`src/fsbd_pkg.sv`:
```
// Shared types and constants for the flux stream block decoder.
// Used by fsbd_rsp_fifo and flux_stream_block_decoder; no dependencies.
package fsbd_pkg;

   // Block header codes.
   localparam logic [7:0] HDR_NOP1     = 8'h08;
   localparam logic [7:0] HDR_NOP2     = 8'h09;
   localparam logic [7:0] HDR_NOP3     = 8'h0A;
   localparam logic [7:0] HDR_OVERFLOW = 8'h0B;
   localparam logic [7:0] HDR_FLUX3    = 8'h0C;
   localparam logic [7:0] HDR_OOB      = 8'h0D;
   localparam logic [7:0] HDR_FLUX1    = 8'h0E;

   // Out-of-band block types.
   localparam logic [7:0] OOB_INFO   = 8'h01;
   localparam logic [7:0] OOB_INDEX  = 8'h02;
   localparam logic [7:0] OOB_END    = 8'h03;
   localparam logic [7:0] OOB_HWINFO = 8'h04;
   localparam logic [7:0] OOB_EOF    = 8'h0D;

   localparam logic [31:0] OVERFLOW_STEP = 32'h0001_0000;
   localparam logic [7:0]  MAX_INDEX     = 8'd128;
   localparam int          PAYLOAD_KEEP  = 12;

   // Result queue depth; the input side needs room for two results.
   localparam int RSP_DEPTH = 4;
   localparam int RSP_PTR_W = $clog2(RSP_DEPTH);
   localparam int RSP_CNT_W = $clog2(RSP_DEPTH + 1);

   typedef enum logic [3:0] {
      PH_HEADER,
      PH_FLUX2,
      PH_NOP,
      PH_FLUX3_A,
      PH_FLUX3_B,
      PH_OOB_TYPE,
      PH_SIZE_LO,
      PH_SIZE_HI,
      PH_PAYLOAD,
      PH_DISCARD
   } phase_type;

   typedef enum logic [1:0] {
      KIND_FLUX,
      KIND_INDEX,
      KIND_END
   } kind_type;

   typedef enum logic [3:0] {
      ST_OK,
      ST_MISSING_DATA,
      ST_BAD_CODE,
      ST_POSITION,
      ST_DEV_BUFFER,
      ST_DEV_INDEX,
      ST_TRANSFER,
      ST_BAD_OOB,
      ST_MISSING_END,
      ST_INDEX_PAST_END
   } status_type;

   typedef struct packed {
      kind_type    kind;
      logic [31:0] flux_time;
      logic [31:0] position;
      logic [31:0] sample_count;
      logic [31:0] index_clock_count;
      status_type  status;
      logic [31:0] shortest_flux;
      logic [31:0] longest_flux;
      logic [31:0] transfer_bytes;
      logic [31:0] transfer_ticks;
      logic [31:0] transfer_blocks;
      logic [7:0]  index_total;
   } rsp_type;

   // Which of the two result slots carry an item this cycle.
   typedef struct packed {
      logic first;
      logic second;
   } push_type;

   function automatic status_type final_status(input logic [7:0]  dev,
                                               input logic        eof,
                                               input logic [31:0] offset,
                                               input logic [31:0] last_idx);
      status_type s;
      s = ST_OK;
      if (dev == 8'd1) begin
         s = ST_DEV_BUFFER;
      end else if (dev == 8'd2) begin
         s = ST_DEV_INDEX;
      end else if (dev != 8'd0) begin
         s = ST_TRANSFER;
      end else if (!eof) begin
         s = ST_MISSING_END;
      end else if (last_idx != 32'd0 && offset < last_idx) begin
         s = ST_INDEX_PAST_END;
      end
      return s;
   endfunction

endpackage

```
`src/fsbd_rsp_fifo.sv`:
```
// Small result queue that takes up to two items per cycle and gives one.
// Depends on fsbd_pkg.
module fsbd_rsp_fifo (
   input  logic              clock,
   input  logic              reset,
   input  fsbd_pkg::push_type push,
   input  fsbd_pkg::rsp_type  push_first,
   input  fsbd_pkg::rsp_type  push_second,
   output logic              room_for_two,
   output logic              out_valid,
   input  logic              out_ready,
   output fsbd_pkg::rsp_type  out_item
);

   fsbd_pkg::rsp_type                   mem_ff [fsbd_pkg::RSP_DEPTH];
   logic [fsbd_pkg::RSP_PTR_W-1:0]      wr_ptr_ff, wr_ptr_in;
   logic [fsbd_pkg::RSP_PTR_W-1:0]      rd_ptr_ff, rd_ptr_in;
   logic [fsbd_pkg::RSP_CNT_W-1:0]      count_ff, count_in;
   logic [fsbd_pkg::RSP_PTR_W-1:0]      wr_next;
   logic                                pop;

   assign out_valid    = (count_ff != '0);
   assign out_item     = mem_ff[rd_ptr_ff];
   assign room_for_two = (count_ff <= fsbd_pkg::RSP_CNT_W'(fsbd_pkg::RSP_DEPTH - 2));
   assign pop          = out_valid && out_ready;

   always_comb begin
      wr_next   = wr_ptr_ff + fsbd_pkg::RSP_PTR_W'(1);
      wr_ptr_in = wr_ptr_ff + fsbd_pkg::RSP_PTR_W'(push.first)
                            + fsbd_pkg::RSP_PTR_W'(push.second);
      rd_ptr_in = rd_ptr_ff + fsbd_pkg::RSP_PTR_W'(pop);
      count_in  = count_ff + fsbd_pkg::RSP_CNT_W'(push.first)
                           + fsbd_pkg::RSP_CNT_W'(push.second)
                           - fsbd_pkg::RSP_CNT_W'(pop);
   end

   always_ff @(posedge clock) begin
      if (reset) begin
         wr_ptr_ff <= '0;
         rd_ptr_ff <= '0;
         count_ff  <= '0;
      end else begin
         wr_ptr_ff <= wr_ptr_in;
         rd_ptr_ff <= rd_ptr_in;
         count_ff  <= count_in;
      end
   end

   // The second item only ever comes together with the first.
   always_ff @(posedge clock) begin
      if (push.first) begin
         mem_ff[wr_ptr_ff] <= push_first;
      end
      if (push.second) begin
         mem_ff[wr_next] <= push_second;
      end
   end

endmodule

```
`src/flux_stream_block_decoder.sv`:
```
// Flux stream block decoder, top level.
// Depends on fsbd_pkg and fsbd_rsp_fifo.
//
//   Channel   Ports   Direction  Item
//   request   req_*   in         one stream byte and its last-byte flag
//   response  rsp_*   out        flux, index record or end result
//
// One byte is decoded per cycle while req_ready is high; its results enter a
// four-entry queue at the same clock edge and reach rsp_* behind any earlier
// results. A byte can give two results, which leave one per cycle while
// rsp_ready is high. req_ready is high whenever the queue has room for two
// items, so bytes flow every cycle while the output is taken. Reset is
// synchronous and returns the decoder to its header state with an empty queue.
module flux_stream_block_decoder (
   input  logic        clock,
   input  logic        reset,
   input  logic        req_valid,
   output logic        req_ready,
   input  logic [7:0]  req_data_byte,
   input  logic        req_last_byte,
   output logic        rsp_valid,
   input  logic        rsp_ready,
   output logic [1:0]  rsp_kind,
   output logic [31:0] rsp_flux_time,
   output logic [31:0] rsp_position,
   output logic [31:0] rsp_sample_count,
   output logic [31:0] rsp_index_clock_count,
   output logic [3:0]  rsp_status,
   output logic [31:0] rsp_shortest_flux,
   output logic [31:0] rsp_longest_flux,
   output logic [31:0] rsp_transfer_bytes,
   output logic [31:0] rsp_transfer_time,
   output logic [31:0] rsp_transfer_blocks,
   output logic [7:0]  rsp_index_total
);

   fsbd_pkg::phase_type phase_ff, phase_in;
   logic [7:0]  header_ff, header_in;
   logic [15:0] bytes_left_ff, bytes_left_in;
   logic [7:0]  oob_kind_ff, oob_kind_in;
   logic [7:0]  payload_ff [fsbd_pkg::PAYLOAD_KEEP];
   logic [7:0]  payload_in [fsbd_pkg::PAYLOAD_KEEP];
   logic [3:0]  fill_ff, fill_in;
   logic [7:0]  high_ff, high_in;
   logic [31:0] acc_ff, acc_in;
   logic [31:0] offset_ff, offset_in;
   logic [31:0] prev_info_ff, prev_info_in;
   logic [7:0]  dev_status_ff, dev_status_in;
   logic [31:0] last_index_ff, last_index_in;
   logic [31:0] min_ff, min_in;
   logic [31:0] max_ff, max_in;
   logic [31:0] byte_sum_ff, byte_sum_in;
   logic [31:0] time_sum_ff, time_sum_in;
   logic [31:0] info_blocks_ff, info_blocks_in;
   logic [7:0]  indices_ff, indices_in;

   logic                  accept;
   logic                  room_for_two;
   logic [7:0]            b;
   logic                  flux_fire;
   logic [15:0]           flux_add;
   logic [1:0]            off_add;
   logic [31:0]           flux_val;
   logic                  finish;
   logic                  term;
   logic                  eof;
   logic                  idx_fire;
   logic                  clear;
   logic                  in_discard;
   logic [15:0]           bl_dec;
   logic [31:0]           sb;
   logic [31:0]           w0, w4, w8;
   fsbd_pkg::status_type  st;
   fsbd_pkg::push_type    push;
   fsbd_pkg::rsp_type     first_item, second_item, end_item, out_item;

   assign accept    = req_valid && req_ready;
   assign req_ready = room_for_two;
   assign b         = req_data_byte;

   always_comb begin
      phase_in       = phase_ff;
      header_in      = header_ff;
      bytes_left_in  = bytes_left_ff;
      oob_kind_in    = oob_kind_ff;
      payload_in     = payload_ff;
      fill_in        = fill_ff;
      high_in        = high_ff;
      acc_in         = acc_ff;
      offset_in      = offset_ff;
      prev_info_in   = prev_info_ff;
      dev_status_in  = dev_status_ff;
      last_index_in  = last_index_ff;
      min_in         = min_ff;
      max_in         = max_ff;
      byte_sum_in    = byte_sum_ff;
      time_sum_in    = time_sum_ff;
      info_blocks_in = info_blocks_ff;
      indices_in     = indices_ff;

      flux_fire  = 1'b0;
      flux_add   = '0;
      off_add    = '0;
      flux_val   = '0;
      finish     = 1'b0;
      term       = 1'b0;
      eof        = 1'b0;
      idx_fire   = 1'b0;
      clear      = 1'b0;
      in_discard = 1'b0;
      sb         = '0;
      st         = fsbd_pkg::ST_OK;
      bl_dec     = (bytes_left_ff != 16'd0) ? bytes_left_ff - 16'd1 : 16'd0;

      if (accept) begin
         unique case (phase_ff)
            fsbd_pkg::PH_HEADER: begin
               header_in = b;
               priority if (b == fsbd_pkg::HDR_NOP1) begin
                  off_add = 2'd1;
               end else if (b == fsbd_pkg::HDR_OVERFLOW) begin
                  acc_in  = acc_ff + fsbd_pkg::OVERFLOW_STEP;
                  off_add = 2'd1;
               end else if (b == fsbd_pkg::HDR_NOP2) begin
                  bytes_left_in = 16'd1;
                  phase_in      = fsbd_pkg::PH_NOP;
               end else if (b == fsbd_pkg::HDR_NOP3) begin
                  bytes_left_in = 16'd2;
                  phase_in      = fsbd_pkg::PH_NOP;
               end else if (b == fsbd_pkg::HDR_FLUX3) begin
                  phase_in = fsbd_pkg::PH_FLUX3_A;
               end else if (b == fsbd_pkg::HDR_OOB) begin
                  phase_in = fsbd_pkg::PH_OOB_TYPE;
               end else if (b >= fsbd_pkg::HDR_FLUX1) begin
                  flux_fire = 1'b1;
                  flux_add  = {8'd0, b};
                  off_add   = 2'd1;
               end else begin
                  phase_in = fsbd_pkg::PH_FLUX2;
               end
            end
            fsbd_pkg::PH_FLUX2: begin
               flux_fire = 1'b1;
               flux_add  = {header_ff, b};
               off_add   = 2'd2;
               phase_in  = fsbd_pkg::PH_HEADER;
            end
            fsbd_pkg::PH_NOP: begin
               bytes_left_in = bl_dec;
               if (bl_dec == 16'd0) begin
                  off_add  = (header_ff == fsbd_pkg::HDR_NOP2) ? 2'd2 : 2'd3;
                  phase_in = fsbd_pkg::PH_HEADER;
               end
            end
            fsbd_pkg::PH_FLUX3_A: begin
               high_in  = b;
               phase_in = fsbd_pkg::PH_FLUX3_B;
            end
            fsbd_pkg::PH_FLUX3_B: begin
               flux_fire = 1'b1;
               flux_add  = {high_ff, b};
               off_add   = 2'd3;
               phase_in  = fsbd_pkg::PH_HEADER;
            end
            fsbd_pkg::PH_OOB_TYPE: begin
               oob_kind_in = b;
               phase_in    = fsbd_pkg::PH_SIZE_LO;
            end
            fsbd_pkg::PH_SIZE_LO: begin
               bytes_left_in = {8'd0, b};
               phase_in      = fsbd_pkg::PH_SIZE_HI;
            end
            fsbd_pkg::PH_SIZE_HI: begin
               if (oob_kind_ff == fsbd_pkg::OOB_EOF) begin
                  phase_in = fsbd_pkg::PH_HEADER;
                  term     = 1'b1;
                  eof      = 1'b1;
               end else begin
                  bytes_left_in = {b, bytes_left_ff[7:0]};
                  fill_in       = '0;
                  for (int i = 0; i < fsbd_pkg::PAYLOAD_KEEP; i++) begin
                     payload_in[i] = '0;
                  end
                  if ({b, bytes_left_ff[7:0]} == 16'd0) begin
                     finish = 1'b1;
                  end else begin
                     phase_in = fsbd_pkg::PH_PAYLOAD;
                  end
               end
            end
            fsbd_pkg::PH_PAYLOAD: begin
               // Only the first twelve payload bytes are kept.
               if (fill_ff < 4'(fsbd_pkg::PAYLOAD_KEEP)) begin
                  for (int i = 0; i < fsbd_pkg::PAYLOAD_KEEP; i++) begin
                     if (fill_ff == 4'(i)) begin
                        payload_in[i] = b;
                     end
                  end
                  fill_in = fill_ff + 4'd1;
               end
               bytes_left_in = bl_dec;
               if (bl_dec == 16'd0) begin
                  finish = 1'b1;
               end
            end
            default: begin
               in_discard = 1'b1;
               if (req_last_byte) begin
                  clear = 1'b1;
               end
            end
         endcase
      end

      // A completed flux: add, track extremes, emit at the block start.
      if (flux_fire) begin
         flux_val = acc_ff + {16'd0, flux_add};
         if (flux_val < min_ff) begin
            min_in = flux_val;
         end
         if (flux_val > max_ff) begin
            max_in = flux_val;
         end
         acc_in = '0;
      end
      offset_in = offset_ff + {30'd0, off_add};

      w0 = {payload_in[3], payload_in[2], payload_in[1], payload_in[0]};
      w4 = {payload_in[7], payload_in[6], payload_in[5], payload_in[4]};
      w8 = {payload_in[11], payload_in[10], payload_in[9], payload_in[8]};

      if (finish) begin
         phase_in = fsbd_pkg::PH_HEADER;
         priority if (oob_kind_ff == fsbd_pkg::OOB_INFO) begin
            if (w0 != offset_ff) begin
               term = 1'b1;
               st   = fsbd_pkg::ST_POSITION;
            end else begin
               sb           = offset_ff - prev_info_ff;
               prev_info_in = offset_ff;
               if (sb != 32'd0) begin
                  byte_sum_in    = byte_sum_ff + sb;
                  time_sum_in    = time_sum_ff + w4;
                  info_blocks_in = info_blocks_ff + 32'd1;
               end
            end
         end else if (oob_kind_ff == fsbd_pkg::OOB_INDEX) begin
            if (indices_ff < fsbd_pkg::MAX_INDEX) begin
               indices_in    = indices_ff + 8'd1;
               last_index_in = w0;
               idx_fire      = 1'b1;
            end
         end else if (oob_kind_ff == fsbd_pkg::OOB_END) begin
            dev_status_in = payload_in[4];
            if (payload_in[4] == 8'd0 && w0 != offset_ff) begin
               term = 1'b1;
               st   = fsbd_pkg::ST_POSITION;
            end
         end else if (oob_kind_ff != fsbd_pkg::OOB_HWINFO) begin
            term = 1'b1;
            st   = fsbd_pkg::ST_BAD_OOB;
         end
      end

      if (accept && !in_discard) begin
         if (term) begin
            if (eof) begin
               st = fsbd_pkg::final_status(dev_status_in, 1'b1, offset_in, last_index_in);
            end
         end else if (req_last_byte) begin
            st   = (phase_in != fsbd_pkg::PH_HEADER) ? fsbd_pkg::ST_MISSING_DATA
                 : fsbd_pkg::final_status(dev_status_in, 1'b0, offset_in, last_index_in);
            term = 1'b1;
         end
      end

      // All results of one byte carry the running values after its update.
      first_item.kind              = idx_fire ? fsbd_pkg::KIND_INDEX : fsbd_pkg::KIND_FLUX;
      first_item.flux_time         = idx_fire ? 32'd0 : flux_val;
      first_item.position          = idx_fire ? w0 : offset_ff;
      first_item.sample_count      = idx_fire ? w4 : 32'd0;
      first_item.index_clock_count = idx_fire ? w8 : 32'd0;
      first_item.status            = fsbd_pkg::ST_OK;
      first_item.shortest_flux     = min_in;
      first_item.longest_flux      = max_in;
      first_item.transfer_bytes    = byte_sum_in;
      first_item.transfer_ticks    = time_sum_in;
      first_item.transfer_blocks   = info_blocks_in;
      first_item.index_total       = indices_in;

      end_item                   = first_item;
      end_item.kind              = fsbd_pkg::KIND_END;
      end_item.flux_time         = acc_in;
      end_item.position          = offset_in;
      end_item.sample_count      = '0;
      end_item.index_clock_count = '0;
      end_item.status            = st;

      if (term) begin
         if (req_last_byte) begin
            clear = 1'b1;
         end else begin
            phase_in = fsbd_pkg::PH_DISCARD;
         end
      end

      push.first  = flux_fire || idx_fire || term;
      push.second = (flux_fire || idx_fire) && term;
      second_item = end_item;
      if (!(flux_fire || idx_fire)) begin
         first_item = end_item;
      end

      if (clear) begin
         phase_in       = fsbd_pkg::PH_HEADER;
         header_in      = '0;
         bytes_left_in  = '0;
         oob_kind_in    = '0;
         for (int i = 0; i < fsbd_pkg::PAYLOAD_KEEP; i++) begin
            payload_in[i] = '0;
         end
         fill_in        = '0;
         high_in        = '0;
         acc_in         = '0;
         offset_in      = '0;
         prev_info_in   = '0;
         dev_status_in  = '0;
         last_index_in  = '0;
         min_in         = '1;
         max_in         = '0;
         byte_sum_in    = '0;
         time_sum_in    = '0;
         info_blocks_in = '0;
         indices_in     = '0;
      end
   end

   always_ff @(posedge clock) begin
      if (reset) begin
         phase_ff       <= fsbd_pkg::PH_HEADER;
         header_ff      <= '0;
         bytes_left_ff  <= '0;
         oob_kind_ff    <= '0;
         for (int i = 0; i < fsbd_pkg::PAYLOAD_KEEP; i++) begin
            payload_ff[i] <= '0;
         end
         fill_ff        <= '0;
         high_ff        <= '0;
         acc_ff         <= '0;
         offset_ff      <= '0;
         prev_info_ff   <= '0;
         dev_status_ff  <= '0;
         last_index_ff  <= '0;
         min_ff         <= '1;
         max_ff         <= '0;
         byte_sum_ff    <= '0;
         time_sum_ff    <= '0;
         info_blocks_ff <= '0;
         indices_ff     <= '0;
      end else begin
         phase_ff       <= phase_in;
         header_ff      <= header_in;
         bytes_left_ff  <= bytes_left_in;
         oob_kind_ff    <= oob_kind_in;
         payload_ff     <= payload_in;
         fill_ff        <= fill_in;
         high_ff        <= high_in;
         acc_ff         <= acc_in;
         offset_ff      <= offset_in;
         prev_info_ff   <= prev_info_in;
         dev_status_ff  <= dev_status_in;
         last_index_ff  <= last_index_in;
         min_ff         <= min_in;
         max_ff         <= max_in;
         byte_sum_ff    <= byte_sum_in;
         time_sum_ff    <= time_sum_in;
         info_blocks_ff <= info_blocks_in;
         indices_ff     <= indices_in;
      end
   end

   fsbd_rsp_fifo u_rsp_fifo (
      .clock        (clock),
      .reset        (reset),
      .push         (push),
      .push_first   (first_item),
      .push_second  (second_item),
      .room_for_two (room_for_two),
      .out_valid    (rsp_valid),
      .out_ready    (rsp_ready),
      .out_item     (out_item)
   );

   assign rsp_kind              = out_item.kind;
   assign rsp_flux_time         = out_item.flux_time;
   assign rsp_position          = out_item.position;
   assign rsp_sample_count      = out_item.sample_count;
   assign rsp_index_clock_count = out_item.index_clock_count;
   assign rsp_status            = out_item.status;
   assign rsp_shortest_flux     = out_item.shortest_flux;
   assign rsp_longest_flux      = out_item.longest_flux;
   assign rsp_transfer_bytes    = out_item.transfer_bytes;
   assign rsp_transfer_time     = out_item.transfer_ticks;
   assign rsp_transfer_blocks   = out_item.transfer_blocks;
   assign rsp_index_total       = out_item.index_total;

endmodule

```
`config.mk`:
```
export PLATFORM = sky130hd
export DESIGN_NAME = flux_stream_block_decoder
export DESIGN_NICKNAME = d
export VERILOG_FILES = /design/src/fsbd_pkg.sv /design/src/fsbd_rsp_fifo.sv /design/src/flux_stream_block_decoder.sv
export SDC_FILE = /design/constraint.sdc
export NUM_CORES = 2
export LEC_CHECK = 0
export BUFFER_PORTS_ARGS = -buffer_cell sky130_fd_sc_hd__buf_4
export CORE_MARGIN = 5
export CORE_UTILIZATION = 35
export DETAILED_ROUTE_END_ITERATION = 10
export PLACE_DENSITY_LB_ADDON = 0.12
export REMOVE_ABC_BUFFERS = 1
export SLEW_MARGIN = 20
export SYNTH_ARGS = -nofsm -noshare
export SYNTH_HDL_FRONTEND = slang
export SYNTH_SLANG_ARGS = --single-unit
```
`constraint.sdc`:
```
create_clock -name clock -period 11 [get_ports clock]
set_clock_uncertainty 0.05 [all_clocks]
set_input_delay 2.2 -clock clock [delete_from_list [all_inputs] [get_ports clock]]
set_output_delay 2.2 -clock clock [all_outputs]
set_load 0.01 [all_outputs]
```
== Yosys cells after proc, flatten, opt, wreduce, memory -nomap -nowiden ==
Memory sizes are Yosys's and may differ from the RTL's. A register that Yosys moved wholly into a read port is not among the register bits.
Cells that the tools add are included.

* Bits in latches: 0
* Bits in read-only memories: 0
* Memories: 1
* Register bits after elaboration: 455
* RAM bits: 1208
* Logic and storage cells: 295
* Input bits: 13
* Output and inout bits: 304

{| class="wikitable"
|+ Memory list
! name !! words !! width !! read ports !! clocked after Yosys merged registers in !! write ports !! RTL line !! source
|-
| u_rsp_fifo.mem_ff || 4 || 302 || 1 || 1 || 2 || fsbd_rsp_fifo.sv:15 || <nowiki>fsbd_pkg::rsp_type mem_ff [fsbd_pkg::RSP_DEPTH];</nowiki>
|}

* Reduce and logical (&&, ||, !) cells: 34
* Div/mod/pow operators: 0
* $lt $le $gt $ge: 7
* $mul: 0
* Add/subtract/negate cells: 17
* Equal/unequal tests: 39
* Shift operators: 0
* Multiplexer cells: 162
* Bitwise logic cells: 2

{| class="wikitable"
|+ Operators with widths
! kind !! number
|-
| two-way mux 32 bit || 30
|-
| two-way mux 302 bit || 1
|-
| two-way mux 96 bit || 3
|-
| two-way mux 8 bit || 27
|-
| case mux 96 bit (2 select lines) || 1
|-
| two-way mux 4 bit || 32
|-
| two-way mux 16 bit || 7
|-
| adder 32 bit || 2
|-
| equality test 8 x 4 -> 1 bit, second input constant || 8
|-
| less-than comparator 32 bit || 2
|-
| case mux 16 bit (4 select lines) || 1
|-
| nonzero test 32 bit || 2
|-
| two-way mux 1 bit || 48
|-
| case mux 16 bit (3 select lines) || 1
|-
| adder 32 x 1 -> 32 bit, second input constant || 1
|-
| adder 32 x 16 -> 32 bit || 1
|-
| adder 32 x 17 -> 32 bit, second input constant || 1
|-
| adder 32 x 2 -> 32 bit || 1
|-
| equality test 4 x 3 -> 1 bit, second input constant || 8
|-
| > comparator 32 bit || 1
|-
| zero test 16 bit || 2
|-
| != test 32 bit || 1
|-
| subtractor 32 bit || 1
|-
| case mux 4 bit (7 select lines) || 1
|-
| 41 further kinds || 78
|}

== Longest topological paths before layout ==
* Word-level depth: 21
* Depth in mapped cells: 37
* Gate-level depth less buffers: 31

== Cells and area by module ==
Synthesis repeated with hierarchy kept, for this count alone.

* Cell total of the unflattened synthesis: 7002
* Area, all modules: 89166.8 µm²

{| class="wikitable"
|+ By module, submodules not included
! module !! times used !! cells an instance !! area each (µm²) !! seq. area each (µm²)
|-
| fsbd_rsp_fifo || 1 || 2963 || 58128.2 || 36414.9
|-
| flux_stream_block_decoder || 1 || 4039 || 31038.5 || 8968.6
|}

== Least setup slack after synthesis ==
Ideal clock, no wire load.

* Path type: input -> register
* From: input req_valid
* To: memory u_rsp_fifo.mem_ff[1][0] (netlist bit) (enable)
* Data arrival time: 9.815 ns
* Setup time: 0.587 ns
* Path buffers: 5
* Setup slack: 0.547 ns
* Data required time: 10.363 ns
* Stages: 16
* Path through: buf_1 inv_1 a221oi_4 buf_2 o211ai_1 a22oi_1 and3_1 nand3_1 a21o_1 o21ai_2 nand3_1 and2_1 buf_2 buf_4 buf_6 inv_1

{| class="wikitable"
|+ RTL lines
! what !! RTL line !! source
|-
| start, declared || flux_stream_block_decoder.sv:17 || <nowiki>input logic req_valid,</nowiki>
|-
| end, declared || fsbd_rsp_fifo.sv:15 ||
|}

==> summary.txt <==
Logic synthesis
  • Netlist Area Pre-Place: 79,000 um^2
  • Ys flop type: edfxtp_1
  • Synthesized-area fraction occupied by xor and xnor cells: around 2.4%
  • Synth Register Bits: approximately 1,700
  • Ranking of synthesized cells by area: edfxtp_1, dfxtp_1, mux4_2
  • Seq/Total Area, Yosys: 54.1%
  • Yosys warnings: 0
  • Count of cell types in the netlist: 94
  • Mux share of post-synthesis cell area: between 10% and 20%
  • Complex-gate fraction of the synthesized area: 12.8%
  • Post-Synth Simple-Gate Area: about 13%
  • Avg Cell Area, Syn: around 11 um^2
  • Number of cells produced by synthesis: 6,993
  • Post-synth top area cell: edfxtp_1
  • Top post-synthesis cells by count: nor2_1, edfxtp_1, dfxtp_1
  • Largest family of logic cells by synthesized area: compound AO/OA/AOI/OAI gates
  • FFs w/ async S/R, synth: 0%
  • Count leader, synth: nor2_1
  • Post-Synth Adder-Cell Area: 3.64%
  • EDFF count, synth: around 940
  • Synth top area share: between 30% and 40%

Global route
  • Met1 Usage GRT: between 20 and 30%
  • Grt met3 use: under 10%
  • Total grt overflow: 0
  • Gr usage total: a little over a fifth
  • First-pass GRT wire length: a little under 400,000 um
  • Met2 usage in global routing: 35.5%
  • Initial antenna violation count: 11
  • Vias in the first global route: approximately 60,000
  • Largest net degree at the start of global routing: around 120
  • Global route hottest layer: met2

Floorplan
  • Die H: between 400 and 500 um
  • Core area: ~220,000 um^2
  • Initial Util: about a third
  • Die X: around 480 um
  • Die area: 235,000 um^2
  • Num ports: approximately 320
  • Rows: 174

STA
  • Fmax: 107 MHz
  • RSZ-0062 raised after global routing: no
  • Final Cycle Share: 85.0%
  • Fin crit period: about 9.3 ns
  • Final setup vio count: 0
  • Max Transition Viols Final: 0
  • Slew headroom: between 20% and 30%
  • Hold violation count in the final report: 0
  • Final setup margin: 1.65 ns
  • Sum Neg Setup Slack: 0 ns
  • Slew @ Worst Pin: 1.06 ns

Routing
  • First-pass iteration count of the detailed router: 5
  • Drt wl/cell: 25.2 um
  • Routed Antenna Nets: 0
  • Total wire length: 260,000 um
  • Remaining DRCs: 0
  • DR iter-0 viols: between 4,000 and 5,000
  • Via density: around 5.6
  • Number of vias in the routed layout: 57,608

Placement
  • Routability cong.: 0.891
  • Pre-CTS setup slack: about 1.3 ns
  • Placement Cell Area: between 80,000 and 90,000 um^2
  • # port buffers: roughly 320
  • Dpl hpwl: 166,000 um

Clock network
  • Worst-path clk slew: 0.06 ns
  • Clk sink count: between 1,500 and 2,000
  • CTS tree: yes
  • Postcts setup bufs: 0
  • Root buf cell: clkbuf_16
  • Worst-skew pair later-pin latency: around 0.82 ns
  • Max Root-Sink Buffers: 3
  • PostCTS Resize Cnt: 0
  • CTS Hold Bufs: 0
  • H-tree depth: 4
  • TritonCTS Buffers: about 190

Worst setup path
  • CP Max Fanout: 9
  • Largest stage delay on the critical path: roughly 0.85 ns
  • CP Data Arrival Time: about 9.9 ns
  • Worst setup EP type: flip-flop
  • Slowest CP cell: a2111oi_0
  • WS Path Type: reg -> reg
  • CP Launch Type: flip-flop
  • WP data required: ~12 ns

Hold path
  • Hold Crit Class: reg -> reg

Cells and area
  • Final core occ: approximately two fifths
  • Layout cells sized above 1: around 15%
  • Final #Nets: approximately 7,400
  • Syn-to-layout area delta: 15.2%
  • Post-layout instance area: a little over 90,000 um^2

Pwr
  • Worst vdd ir: between 0.00015 and 0.0002 V
  • PwrDens: 219 nW/um^2
  • Leakage: ~32 nW
  • Total power: between 15 and 20 mW

Run status
  • Status: finished clean

Flow run
  • Max-Cap Viols: 0
cell families (layout without fill, tap and decap cells):
group	count (synthesis)	count (layout)
adder cells (fa/ha/maj)	225	225
XOR/XNOR	215	215
AO/OA/AOI/OAI	1451	1451
flip-flops	1663	1663
buffers and inverters	706	1039
other	0	9
multiplexers	453	453
AND/OR/NAND/NOR	2280	2280
per-layer routing:
| metal | up-vias | share of wire (%) |
|---|---|---|
| met3 | 368 | 5.7 |
| met1 | 29253 | 44 |
| met2 | 1695 | 47 |
| met5 | - | 0 |
| met4 | 0 | 3.0 |
| li1 | 26292 | - |
critical path, delay by kind of cell (launching register included):
family / cells / cell delay, ns
AOI/OAI and AO/OA: 11 / 3.37
buffers and inverters: 3 / 0.34
adders and majority gates: 4 / 1.18
and+or+nand+nor: 11 / 3.52
xor gates and xnor gates: 1 / 0.28
DFF: 1 / 0.38
area by class of cell:
type | instances | area (um^2)
Antenna cell | 9 | 22.5
Sequential cell | 1663 | 42700
Clock inverter | 75 | 902
Fill cell | 21637 | 134000
Multi-Input combinational cell | 4624 | 33500
Tap cell | 2992 | 3740
Timing Repair Buffer | 454 | 3660
Clock buffer | 278 | 5430
Inverter | 232 | 901
registers in the layout, indices dropped and copies added, names as in the netlist, 4 cells and up:
register / cells
acc_ff: 32
byte_sum_ff: 32
bytes_left_ff: 16
dev_status_ff: 8
fill_ff: 4
header_ff: 8
high_ff: 8
indices_ff: 8
info_blocks_ff: 32
last_index_ff: 32
max_ff: 32
min_ff: 32
offset_ff: 32
oob_kind_ff: 8
payload_ff: 96
phase_ff: 4
prev_info_ff: 32
time_sum_ff: 32
u_rsp_fifo.mem_ff: 1208
report_power, final:
part | switching [mW] | internal (mW)
clock network | 2.67 | 3.79
registers | 0.238 | 7.55
logic | 3.66 | 1.99
path summary, 6_finish.rpt:
check | start | endpoint | slack, ns | depth (start not counted)
max | bytes_left_ff[0] | u_rsp_fifo.mem_ff[3][171] | 1.65 | 30
min | u_rsp_fifo.mem_ff[1][301] | u_rsp_fifo.mem_ff[1][301] | 0.39 | 2
max reg2reg | bytes_left_ff[0] | u_rsp_fifo.mem_ff[3][171] | 1.65 | 30
min reg2reg | u_rsp_fifo.mem_ff[1][301] | u_rsp_fifo.mem_ff[1][301] | 0.39 | 2
metrics by stage:
stage | hold WS [ns] | instances
2_1_floorplan | 0.368 | 6519
3_3_place_gp | 0.380 | 9965
3_5_place_dp | 0.387 | 9965
4_1_cts | 0.397 | 10318
5_1_grt | 0.413 | 10327
6_report | 0.395 | 10327
cells in the final DEF (no fill, tap or decap), drive strengths merged, types with 30 or more instances in the layout:
cell type,n
ha,216
o2bb2ai,226
nor3,65
a22oi,79
buf,454
edfxtp,944
inv,238
mux2i,151
dfxtp,719
xnor2,160
and2,79
o21ai,206
nor2b,35
mux4,302
xor2,55
nor2,1196
nand2,469
o22ai,224
nand4,70
clkbuf,278
a21oi,261
nand3,92
a21o,72
nand2b,68
clkinv,44
a211oi,39
and3,61
nor4,38
a22o,41
a2111oi,30
No activity file was read; power rests on OpenSTA's default activity.
